**src/rtl/pfma_pkg.sv**
```systemverilog
package pfma_pkg;

    // Exponent scale k * 2^es + e, kept as one signed value
    typedef logic signed [13:0] t_exp;

    localparam logic [31:0] NAR_WORD  = 32'h8000_0000;
    localparam logic [31:0] ONE_WORD  = 32'h4000_0000;
    localparam logic [31:0] MAXP_WORD = 32'h7FFF_FFFF;
    localparam logic [31:0] NEG_ONE   = 32'hC000_0000;
    localparam logic [63:0] FRAC_MASK = 64'h3FFF_FFFF_FFFF_FFFF;
    localparam logic [63:0] LOW_MASK  = 64'h7FFF_FFFF_FFFF_FFFF;

    // Operation codes
    localparam logic [1:0] OP_ADD = 2'd0;
    localparam logic [1:0] OP_SUB = 2'd1;
    localparam logic [1:0] OP_NEG = 2'd2;

    // Configuration register indexes
    localparam logic [1:0] CFG_IN_WIDTH  = 2'd0;
    localparam logic [1:0] CFG_IN_EXP    = 2'd1;
    localparam logic [1:0] CFG_OUT_WIDTH = 2'd2;
    localparam logic [1:0] CFG_OUT_EXP   = 2'd3;

    // Bypass word for results settled early
    typedef struct packed {
        logic        hit;
        logic [31:0] val;
    } t_spec;

    typedef struct packed {
        logic [31:0]       frac;
        logic signed [6:0] k;
    } t_regime;

    // Decode -> multiply
    typedef struct packed {
        t_spec       spec;
        logic        sz;
        logic        sc;
        logic        czero;
        logic [31:0] ma;
        logic [31:0] mb;
        t_exp        rg;
        t_exp        ec;
        logic [29:0] fcw;
    } t_dec;

    // Product stage
    typedef struct packed {
        t_spec       spec;
        logic        sz;
        logic        sc;
        logic        czero;
        logic [63:0] prod;
        t_exp        rg;
        t_exp        ec;
        logic [29:0] fcw;
    } t_mul;

    // Aligned operands
    typedef struct packed {
        t_spec       spec;
        logic        sz;
        logic        sub;
        logic [63:0] big;
        logic [63:0] small_op;
        logic [5:0]  n;
        t_exp        ez;
    } t_aln;

    // Sum or normalized sum
    typedef struct packed {
        t_spec       spec;
        logic        sz;
        logic        more;
        logic [63:0] f;
        t_exp        ez;
    } t_sum;

    // Packed, before rounding
    typedef struct packed {
        t_spec       spec;
        logic        sz;
        logic        bnp;
        logic        more;
        logic [31:0] zb;
    } t_pck;

    // Leading zero count, 32 when the word is zero
    function automatic logic [5:0] lzc32(logic [31:0] x);
        logic [5:0] n;
        n = 6'd32;
        for (int i = 0; i < 32; i++) begin
            if (x[i]) n = 6'(31 - i);
        end
        return n;
    endfunction

    // Regime of a positive posit: bits after it, top-aligned, and k
    function automatic t_regime scan_regime(logic [31:0] v, logic [5:0] maxcnt);
        t_regime    r;
        logic [31:0] t0;
        logic [31:0] x;
        logic [5:0]  cnt;
        t0 = v << 2;
        x = v[30] ? ~t0 : t0;
        cnt = lzc32(x);
        if (cnt > maxcnt) cnt = maxcnt;
        r.frac = t0 << cnt;
        if (v[30]) begin
            r.k = {1'b0, cnt};
        end else begin
            r.k = ~{1'b0, cnt};
            r.frac[31] = 1'b0;
        end
        return r;
    endfunction

endpackage

```
**src/rtl/pfma_align_add.sv**
```systemverilog
module pfma_align_add (
    input  logic           i_clk,
    input  logic           i_rst_n,
    input  logic           i_vld,
    input  pfma_pkg::t_aln i_aln,
    output logic           o_vld,
    output pfma_pkg::t_sum o_nrm
);

    logic           r_s4_vld, r_s5_vld;
    pfma_pkg::t_sum r_s4, n_s4, r_s5, n_s5;

    logic [63:0] sh, lowmask;
    logic        sticky;
    logic [5:0]  lz_hi, lz_lo, sl;
    logic [6:0]  lz;

    // Align the smaller operand, sticky, add or subtract
    always_comb begin
        sh = i_aln.small_op >> i_aln.n;
        lowmask = (64'd1 << i_aln.n) - 64'd1;
        sticky = |(i_aln.small_op & lowmask);
        n_s4.spec = i_aln.spec;
        n_s4.sz = i_aln.sz;
        n_s4.more = sticky;
        n_s4.ez = i_aln.ez;
        n_s4.f = i_aln.sub ? (i_aln.big - sh - 64'(sticky)) : (i_aln.big + sh);
    end

    // Renormalize to a leading one at bit 62
    always_comb begin
        lz_hi = pfma_pkg::lzc32(r_s4.f[63:32]);
        lz_lo = pfma_pkg::lzc32(r_s4.f[31:0]);
        lz = (lz_hi == 6'd32) ? (7'd32 + 7'(lz_lo)) : 7'(lz_hi);
        sl = 6'(lz - 7'd1);
        n_s5 = r_s4;
        if (r_s4.f[63]) begin
            n_s5.f = {1'b0, r_s4.f[63:1]};
            n_s5.ez = r_s4.ez + 14'sd1;
            n_s5.more = r_s4.more | r_s4.f[0];
        end else if (r_s4.f != 64'd0) begin
            n_s5.f = r_s4.f << sl;
            n_s5.ez = r_s4.ez - $signed({8'd0, sl});
        end
    end

    always_ff @(posedge i_clk) begin
        if (!i_rst_n) begin
            r_s4_vld <= 1'b0;
            r_s5_vld <= 1'b0;
        end else begin
            r_s4_vld <= i_vld;
            r_s5_vld <= r_s4_vld;
        end
    end

    always_ff @(posedge i_clk) begin
        r_s4 <= n_s4;
        r_s5 <= n_s5;
    end

    assign o_vld = r_s5_vld;
    assign o_nrm = r_s5;

`ifndef SYNTH
    // carry out of the sum is always folded back
    a_no_carry: assert property (@(posedge i_clk) disable iff (!i_rst_n)
        (r_s5_vld && !r_s5.spec.hit) |-> !r_s5.f[63])
        else $error("sum carry left after normalize");
`endif

endmodule

```
**config.mk**
```make
export PLATFORM = sky130hd
export DESIGN_NAME = pfma_align_add
export DESIGN_NICKNAME = d
export VERILOG_FILES = /design/src/rtl/pfma_pkg.sv /design/src/rtl/pfma_align_add.sv
export SDC_FILE = /design/constraint.sdc
export NUM_CORES = 1
export LEC_CHECK = 0
export BUFFER_PORTS_ARGS = -buffer_cell sky130_fd_sc_hd__buf_2
export CORE_AREA = 2 2 214 258
export DETAILED_ROUTE_END_ITERATION = 16
export DIE_AREA = 0 0 216 260
export SETUP_SLACK_MARGIN = 0.02
export SLEW_MARGIN = 20
export SYNTH_ARGS = -nofsm -noshare
export SYNTH_HDL_FRONTEND = slang
export SYNTH_SLANG_ARGS = --single-unit
```
**constraint.sdc**
```tcl
create_clock -name i_clk -period 23.4 [get_ports i_clk]
set_input_delay 2.34 -clock i_clk [delete_from_list [all_inputs] [get_ports i_clk]]
set_output_delay 2.34 -clock i_clk [all_outputs]
set_load 0.03 [all_outputs]
```
==> reports/summary.txt <==
Pre-CTS WS: 11.53 ns
Kind of critical path: in -> reg
Minimum clock period: 11.50 ns
Initial Util: 44.80%
Die H: 260 um
Part of the power in registers: 24.8%
Drt wl/cell: 24.37 um
Core ar.: 0.05353 mm2
Period utilization: 49.13%
Setup Skew: 0.01890 ns
Maximum vdd drop: 77.26 uV
Crit path top cell by count: nand2_1
Switching Fraction: 49.77%
Crit Path Max Fanout: 49
Total clock sinks: 228
Via density per instance: 6.186
Setup TNS: 0 ns
Finished Core Util: 49.53%
First-pass GRT wire length: 145000 um
Root Buffer: clkbuf_16
CTS H-tree depth: 1
Synth Cell Area: 0.02398 mm2
Layout cells sized above 1: 15.74%
Gpl congestion: 1.022
RSZ-0062 raised after global routing: false
Gr usage total: 33.43%
First drt pass iteration count: 7
Fin. max-slew vios: 0
Core Rows: 93
EDFF count, synth: 0
CTS resizes: 0
Worst Tran Pin Value: 1.118 ns
Worst min path class: reg -> reg
Maximum root-to-sink buffer count: 3
P_sw: 1235 uW
P_int: 1247 uW
I/O pins: 300
Combinational share of power: 63.0%
Total CTS buffers: 18
Cells after Synth: 3091
Initial antenna violation count: 2
Slowest CP cell: ha_1
Critical Path Max Stage Delay: 0.68 ns
Max-cap violations: 0
Final setup violation count: 0
Pleak: 0.01180 uW
Overall die area: 0.05616 mm2
Outcome: complete, no violations
Hold-fix buffer count after cts: 0
Yosys reg bits: 228
Die Width: 216 um
Worst setup EP type: flip-flop
Register area share after synthesis: 19.03%
Max Fclk: 0.08699 GHz
Synth warn: 0
Final setup margin: 11.90 ns
Buffers and inverters on the worst path: 3
Area delta synth->final: 10.56%
Syn avg cell area: 7.758 um2
Power per cell area: 93.63 mW/mm2
DR iter-0 viols: 2360
Delay-heaviest family, CP: compound AO/OA/AOI/OAI gates
Pwr Total: 2482 uW
Number of global-route vias before repair: 23490
DP HPWL: 77840 um
WL final: 97300 um
CP arrival: 11.86 ns
Slew HR: 24.71%
Req. time, crit path: 23.76 ns
Final hold vios: 0
Ys async rst share: 0%
CTS tree: done
DRC: 0
Synth cell types: 91
Startpoint Class: primary input
Post-CTS Setup Inserts: 0
Grt total ovfl: 0
Post-synth top flop: dfxtp_1
Syn Nets: 3477
IO buf count: 299
CTS clk-pin slew, worst paths: 0.07 ns
DRT antenna net count: 0
Largest net degree at the start of global routing: 85
Min Hold Slack: 0.3238 ns
Nets: 3655
Skew-Pair Late Insertion Delay: 0.51 ns
Detailed-route via count: 24700
Clk pwr share: 12.2%
## per-stage QoR
step | cell area (um2) | cells
2_1_floorplan | 23980 | 3091
3_3_place_gp | 25920 | 3961
3_5_place_dp | 25920 | 3961
4_1_cts | 26510 | 3991
5_1_grt | 26510 | 3991
6_report | 26510 | 3993
## registers in the layout, indices dropped and copies added (netlist names)
signal / count
r_s4_vld: 1
o_nrm: 113
o_vld: 1
r_s4: 79
n_s5: 34
## placed cells by master, fill, tap and decap left out, types with 13 or more instances in the layout
master / count
a221o_1: 18
xnor2_1: 108
o211ai_1: 24
or3_1: 13
nand3_1: 58
and2_1: 27
o21bai_1: 20
nor2b_1: 36
a21o_1: 38
buf_2: 298
nand4_1: 25
a22oi_1: 19
and3_1: 21
dfxtp_1: 227
mux2_2: 16
nor3_1: 54
o21ai_0: 201
clkbuf_16: 19
a21oi_1: 248
a211oi_1: 38
xor2_1: 29
nand2b_1: 31
nor4_1: 34
buf_4: 33
o31ai_1: 19
ha_1: 195
a31oi_1: 32
inv_1: 249
mux4_2: 103
nand2_1: 362
mux2i_1: 161
nor2_1: 272
o22ai_1: 26
## synthesized netlist by cell type (11+ instances only)
library cell    n  area share [%]
o2111ai_1      11            0.40
nand2_1       362             5.7
nor2b_1        36            0.94
o21bai_1       20            0.63
o22ai_1        26            0.68
o211ai_1       24            0.75
a311oi_1       12            0.44
nand3_1        58             1.2
clkbuf_1      113             1.8
o21ai_0       201             4.2
mux4_2        103             9.7
o21a_1         11            0.34
nand2b_1       31            0.81
nand4_1        25            0.65
and3_1         21            0.55
ha_1          196              10
xnor2_1       108             3.9
a31oi_1        32            0.83
inv_1         250             3.9
nor3_1         54             1.1
a21oi_1       248             5.2
xor2_1         30             1.1
a22oi_1        19            0.59
dfxtp_1       228              19
and2_1         27            0.70
mux2i_1       161             6.7
buf_2          20            0.42
a211oi_1       38             1.2
buf_1          30            0.47
or3_1          13            0.34
mux2_2         16            0.75
nor4_1         34            0.89
nor2_1        273             4.3
a21o_1         38             1.2
o31ai_1        19            0.59
a221o_1        18            0.75
## power groups by stage
stage	combinational, uW	sequential (uW)	clock, uW
finish	1560	616	303
global route	1660	626	323
CTS	1530	610	311
detailed placement	1530	619	0
global placement	1520	615	0
floorplan	965	694	0
## per-layer routing
| layer | global-route usage, % | vias up | share of wire (%) |
|---|---|---|---|
| met5 | 0 | - | 0 |
| met4 | 19.77 | 0 | 6.7 |
| met3 | 2.702 | 249 | 6.2 |
| met2 | 57.81 | 1256 | 48 |
| met1 | 40.73 | 11670 | 40 |
| li1 | - | 11520 | - |
## final timing paths
check	start	end	slack, ns	cells after the start
setup / recovery	i_aln[17]	r_s4[76]	11.90	32
hold / removal	n_s5[110]	o_nrm[110]	0.32	0
setup reg to reg	r_s4[47]	o_nrm[13]	16.76	23
hold reg to reg	n_s5[110]	o_nrm[110]	0.32	0
## cell families (layout without fill, tap and decap cells)
family | count (synthesis) | in the layout | synth area share, %
AND/OR/NAND/NOR | 972 | 972 | 18.53
AO/OA/AOI/OAI | 840 | 840 | 22.39
buffers and inverters | 429 | 617 | 7.049
multiplexers | 280 | 280 | 17.15
flip-flops | 228 | 228 | 19.03
adder cells (fa/ha/maj) | 201 | 201 | 10.60
XOR/XNOR | 141 | 141 | 5.244
other | 0 | 2 | 0
## final cells by class
class | count | area, um2
fill | 5377 | 27020
multi-input combinational | 2434 | 17760
sequential | 228 | 4566
timing repair buffer | 331 | 1739
inverter | 256 | 965.9
tap | 712 | 890.9
clock buffer | 28 | 549.3
clock inverter | 2 | 35.03
antenna | 2 | 5.005
Power figures use the tool's default switching activity.
