### config.mk
export PLATFORM = sky130hd
export DESIGN_NAME = pfma_multiply
export DESIGN_NICKNAME = d
export VERILOG_FILES = /design/src/rtl/pfma_pkg.sv /design/src/rtl/pfma_multiply.sv
export SDC_FILE = /design/constraint.sdc
export NUM_CORES = 2
export LEC_CHECK = 0
export ABC_AREA = 1
export BUFFER_PORTS_ARGS = -buffer_cell sky130_fd_sc_hd__buf_2
export CAP_MARGIN = 20
export CORE_MARGIN = 3
export CORE_UTILIZATION = 55
export DETAILED_ROUTE_END_ITERATION = 10
export GPL_TIMING_DRIVEN = 0
export PLACE_DENSITY_LB_ADDON = 0.05
export SYNTH_ARGS = -nofsm -noshare
export SYNTH_HDL_FRONTEND = slang
export SYNTH_SLANG_ARGS = --single-unit
### constraint.sdc
create_clock -name i_clk -period 5.9 [get_ports i_clk]
set_input_delay 0.295 -clock i_clk [delete_from_list [all_inputs] [get_ports i_clk]]
set_output_delay 0.295 -clock i_clk [all_outputs]
set_load 0.02 [all_outputs]
### src/rtl/pfma_pkg.sv
package pfma_pkg;

    // Exponent scale k * 2^es + e, kept as one signed value
    typedef logic signed [13:0] t_exp;

    localparam logic [31:0] NAR_WORD  = 32'h8000_0000;
    localparam logic [31:0] ONE_WORD  = 32'h4000_0000;
    localparam logic [31:0] MAXP_WORD = 32'h7FFF_FFFF;
    localparam logic [31:0] NEG_ONE   = 32'hC000_0000;
    localparam logic [63:0] FRAC_MASK = 64'h3FFF_FFFF_FFFF_FFFF;
    localparam logic [63:0] LOW_MASK  = 64'h7FFF_FFFF_FFFF_FFFF;

    // Operation codes
    localparam logic [1:0] OP_ADD = 2'd0;
    localparam logic [1:0] OP_SUB = 2'd1;
    localparam logic [1:0] OP_NEG = 2'd2;

    // Configuration register indexes
    localparam logic [1:0] CFG_IN_WIDTH  = 2'd0;
    localparam logic [1:0] CFG_IN_EXP    = 2'd1;
    localparam logic [1:0] CFG_OUT_WIDTH = 2'd2;
    localparam logic [1:0] CFG_OUT_EXP   = 2'd3;

    // Bypass word for results settled early
    typedef struct packed {
        logic        hit;
        logic [31:0] val;
    } t_spec;

    typedef struct packed {
        logic [31:0]       frac;
        logic signed [6:0] k;
    } t_regime;

    // Decode -> multiply
    typedef struct packed {
        t_spec       spec;
        logic        sz;
        logic        sc;
        logic        czero;
        logic [31:0] ma;
        logic [31:0] mb;
        t_exp        rg;
        t_exp        ec;
        logic [29:0] fcw;
    } t_dec;

    // Product stage
    typedef struct packed {
        t_spec       spec;
        logic        sz;
        logic        sc;
        logic        czero;
        logic [63:0] prod;
        t_exp        rg;
        t_exp        ec;
        logic [29:0] fcw;
    } t_mul;

    // Aligned operands
    typedef struct packed {
        t_spec       spec;
        logic        sz;
        logic        sub;
        logic [63:0] big;
        logic [63:0] small_op;
        logic [5:0]  n;
        t_exp        ez;
    } t_aln;

    // Sum or normalized sum
    typedef struct packed {
        t_spec       spec;
        logic        sz;
        logic        more;
        logic [63:0] f;
        t_exp        ez;
    } t_sum;

    // Packed, before rounding
    typedef struct packed {
        t_spec       spec;
        logic        sz;
        logic        bnp;
        logic        more;
        logic [31:0] zb;
    } t_pck;

    // Leading zero count, 32 when the word is zero
    function automatic logic [5:0] lzc32(logic [31:0] x);
        logic [5:0] n;
        n = 6'd32;
        for (int i = 0; i < 32; i++) begin
            if (x[i]) n = 6'(31 - i);
        end
        return n;
    endfunction

    // Regime of a positive posit: bits after it, top-aligned, and k
    function automatic t_regime scan_regime(logic [31:0] v, logic [5:0] maxcnt);
        t_regime    r;
        logic [31:0] t0;
        logic [31:0] x;
        logic [5:0]  cnt;
        t0 = v << 2;
        x = v[30] ? ~t0 : t0;
        cnt = lzc32(x);
        if (cnt > maxcnt) cnt = maxcnt;
        r.frac = t0 << cnt;
        if (v[30]) begin
            r.k = {1'b0, cnt};
        end else begin
            r.k = ~{1'b0, cnt};
            r.frac[31] = 1'b0;
        end
        return r;
    endfunction

endpackage

### src/rtl/pfma_multiply.sv
module pfma_multiply (
    input  logic           i_clk,
    input  logic           i_rst_n,
    input  logic           i_vld,
    input  pfma_pkg::t_dec i_dec,
    output logic           o_vld,
    output pfma_pkg::t_aln o_aln
);

    logic           r_s2_vld, r_s3_vld;
    pfma_pkg::t_mul r_s2, n_s2;
    pfma_pkg::t_aln r_s3, n_s3;

    logic           carry, sub, swap;
    logic [63:0]    fz, fc;
    pfma_pkg::t_exp ep, sr, sr_abs;

    // Full product of the two significands
    always_comb begin
        n_s2.spec  = i_dec.spec;
        n_s2.sz    = i_dec.sz;
        n_s2.sc    = i_dec.sc;
        n_s2.czero = i_dec.czero;
        n_s2.prod  = 64'(i_dec.ma) * 64'(i_dec.mb);
        n_s2.rg    = i_dec.rg;
        n_s2.ec    = i_dec.ec;
        n_s2.fcw   = i_dec.fcw;
    end

    // Product normalize, exponent difference, operand order
    always_comb begin
        carry = r_s2.prod[63];
        fz = carry ? {1'b0, r_s2.prod[63:1]} : r_s2.prod;
        ep = r_s2.rg + (carry ? 14'sd1 : 14'sd0);
        fc = {2'b01, r_s2.fcw, 32'd0};
        sr = ep - r_s2.ec;
        sr_abs = sr[13] ? -sr : sr;
        sub = r_s2.sz ^ r_s2.sc;
        swap = sr[13] || ((sr == 14'sd0) && (fz < fc));

        n_s3.spec = r_s2.spec;
        if (r_s2.czero) begin
            n_s3.sz = r_s2.sz;
            n_s3.sub = 1'b0;
            n_s3.big = fz;
            n_s3.small_op = 64'd0;
            n_s3.n = 6'd0;
            n_s3.ez = ep;
        end else begin
            if (!r_s2.spec.hit && (sr == 14'sd0) && (fz == fc) && sub) begin
                n_s3.spec.hit = 1'b1;
                n_s3.spec.val = 32'd0;
            end
            n_s3.sz = (swap && sub) ? r_s2.sc : r_s2.sz;
            n_s3.sub = sub;
            n_s3.big = swap ? fc : fz;
            n_s3.small_op = swap ? fz : fc;
            n_s3.n = (sr_abs > 14'sd63) ? 6'd63 : sr_abs[5:0];
            n_s3.ez = sr[13] ? r_s2.ec : ep;
        end
    end

    always_ff @(posedge i_clk) begin
        if (!i_rst_n) begin
            r_s2_vld <= 1'b0;
            r_s3_vld <= 1'b0;
        end else begin
            r_s2_vld <= i_vld;
            r_s3_vld <= r_s2_vld;
        end
    end

    always_ff @(posedge i_clk) begin
        r_s2 <= n_s2;
        r_s3 <= n_s3;
    end

    assign o_vld = r_s3_vld;
    assign o_aln = r_s3;

`ifndef SYNTH
    // larger operand always has its leading one at bit 62
    a_big_norm: assert property (@(posedge i_clk) disable iff (!i_rst_n)
        (r_s3_vld && !r_s3.spec.hit) |-> (r_s3.big[63:62] == 2'b01))
        else $error("aligned operand not normalized");
`endif

endmodule

==> results.ini <==
[grt]
grt_overflow=0
grt_pass1_wl_mm=261
grt_max_degree=18
track_usage=0.413
grt_pass1_vias=41200
antenna_found_initial=5

[route]
drc=0
drt_iter0_drc=4039
vias=40500
finalWirelength_mm=181
wl_per_cell_microns=24.0
firstDrtPassIters=6
avgViaCountPerCell=5.36
ant_nets=0

[sta]
slew_headroom=0.497
fin_crit_sh=1.09
finalMaxSlewViolations=0
setup_viol=38
worst_slew_pin_slew_ns=0.755
setup_slack_ns=-0.545
rsz0062_at_grt=true
timing.fmax_mhz=155
hold_viol_final=0
final.setup_skew_ns=0.0278
fin_crit_ns=6.45

[layout]
nets=7829
drive_gt1_frac=0.206
instances_no_fill=7554
synthToLayoutAreaGrowth_pct=27.7

[hold_path]
worstHoldPathType=primary input to flop
min-delay-start=i_dec[58]

[placed_design]
numPortBuffers=342
dpl.hpwl_mm=141
dp_cells=7156
place_congestion=1.07

[synth]
synthesis.area_sq_um=45900
synth.ff_latch_count=341
yosysUniqueCellTypes=49
yosysTopAreaCellShare=0.391
synth_most_common_cell=inv_1
synthCells=5741
synth_top_area_cell=fa_1
seq_area_frac_synth=0.149
synthFlopType=dfxtp_1
synth_edf_count=0
synthArstFlopShare=0
syn_area_per_cell_sq_um=7.99
synthTopCellsByArea=fa_1 39%, dfxtp_1 15%, inv_1 14%
ys_warn_count=0
synth_commonest_cells=1702 x inv_1, 1442 x nand2_1, 897 x fa_1, 341 x dfxtp_1, 310 x ha_1

[clock_tree]
ctsHtreeMaxLevel=1
clk_latency_ns=0.57
clkSlewWorstSetupHoldPaths_ns=0.07
cts.path.max_buffers=3
cts_buffers=28
cts_tree=done
root_buffer=clkbuf_16
cts.sinks=341

[setup_path]
crit_arrival_ns=6.90
worstPathRequired_ns=6.36
critPathLaunchType=primary input
rrSetupSlack_ns=0.96
crit_start=i_dec[108]
timing.rr.start=carry$_DFF_P_
cp_max_fo=10
path_class=primary input to flop
end_kind=flop

[outcome]
violations=negative setup slack
status=complete, but fails checks

[die]
dieWidth_microns=295
start_util=0.557
num_rows=105
dieArea_sq_um=86900
core_area_sq_um=82400
fp.dieH_microns=295
ios=345

[flow_run]
drv_cap=0

==> metal layers <==
metal / GRT usage / share of wire / vias to the layer above
met4: 0.247 / 0.079 / 6
met2: 0.645 / 0.44 / 2469
met1: 0.521 / 0.36 / 19600
met3: 0.106 / 0.12 / 671
li1: - / - / 17700
met5: 0 / 0.00022 / -
==> final cells by class <==
cell class	instances	area [sq um]
flip-flops and latches	341	6830
clock inverters	15	153
repair buffers	689	5550
inverters	1708	6420
plain buffers	236	3650
fillers	6452	23800
diodes	2	5.00
well taps	1070	1340
multi-input cells	3457	33900
clock buffers	36	771
==> cell families (layout without fill, tap and decap cells) <==
logic type / Yosys count / after routing / synth area share
other: 1 / 4 / 0.0000817
muxes: 8 / 8 / 0.00175
buffers and inverters: 1944 / 2684 / 0.161
DFF: 341 / 341 / 0.149
AOI/OAI and AO/OA: 364 / 364 / 0.0444
xor gates and xnor gates: 77 / 77 / 0.0149
and+or+nand+nor: 1799 / 1799 / 0.153
adders and majority gates: 1207 / 1207 / 0.476
==> what timing repair did <==
item / CTS / global route
hold buffers: 97 / 0
endpoints found under the hold margin: 96 / 0
pin swaps: 152 / 170
gates resized for setup: 848 / 317
endpoints found under the setup margin: 50 / 45
gates cloned: 8 / 1
buffers inserted: 179 / 63
==> per-stage QoR <==
stage | hold WS [ns] | setup WS (ns) | utilization | TNS [ns] | area [sq um]
final | 0.134 | -0.545 | 0.712 | -12.33 | 58600
after global routing | 0.132 | -0.642 | 0.711 | -16.77 | 58600
after CTS | 0.103 | -0.321 | 0.693 | -6.13 | 57100
after detailed placement | 0.399 | -2.03 | 0.604 | -77.87 | 49800
after global placement | 0.393 | -1.95 | 0.604 | -82.07 | 49700
after floorplan | 0.323 | -0.267 | - | -2.69 | 46700
==> registers in the layout, indices dropped and copies added, names as in the netlist <==
| signal | count |
|---|---|
| o_vld | 1 |
| r_s2 | 127 |
| carry | 1 |
| r_s2_vld | 1 |
| o_aln | 181 |
| fc | 30 |
==> path summary, 6_finish.rpt <==
kind                              to  cells after the start
setup / recovery   r_s2[114]$_DFF_P_                     27
hold / removal      r_s2[58]$_DFF_P_                      3
setup reg to reg  o_aln[153]$_DFF_P_                     21
hold reg to reg   o_aln[154]$_DFF_P_                      2
==> layout by cell type (no fill, tap or decap), drive strengths merged, types with 3 or more instances in the layout <==
| master | instances |
|---|---|
| and2 | 3 |
| o211ai | 6 |
| a21boi | 6 |
| nand4 | 27 |
| ha | 310 |
| o21ai | 158 |
| nand2 | 1453 |
| dlygate4sd3 | 97 |
| inv | 1710 |
| buf | 640 |
| a21oi | 136 |
| xor2 | 54 |
| a31oi | 32 |
| mux2i | 8 |
| dfxtp | 341 |
| nor3 | 11 |
| nand3b | 3 |
| o21bai | 7 |
| nor4 | 8 |
| o21a | 7 |
| clkinv | 10 |
| xnor2 | 23 |
| fa | 897 |
| nand3 | 56 |
| nor2 | 234 |
| a21o | 3 |
| clkbuf | 224 |
==> worst max-delay path, stage by stage <==
cell and delay (ns):
buf_12 0.13, clkbuf_16 0.18, nand2_1 0.12, inv_1 0.07
fa_1 0.47, fa_1 0.55, inv_1 0.05, fa_2 0.47
fa_1 0.51, inv_2 0.04, fa_2 0.61, fa_2 0.46
fa_2 0.58, fa_2 0.54, ha_4 0.34, buf_6 0.10
nand2_4 0.06, buf_6 0.12, nor2_4 0.20, nand2_4 0.11
nor2_4 0.10, nand2_1 0.07, o211ai_1 0.20, buf_4 0.19
buf_4 0.11, a21oi_2 0.05, xnor2_1 0.13
Power is not shown: default switching activity piles up to over one toggle a cycle in this logic, so the estimate is an artifact.
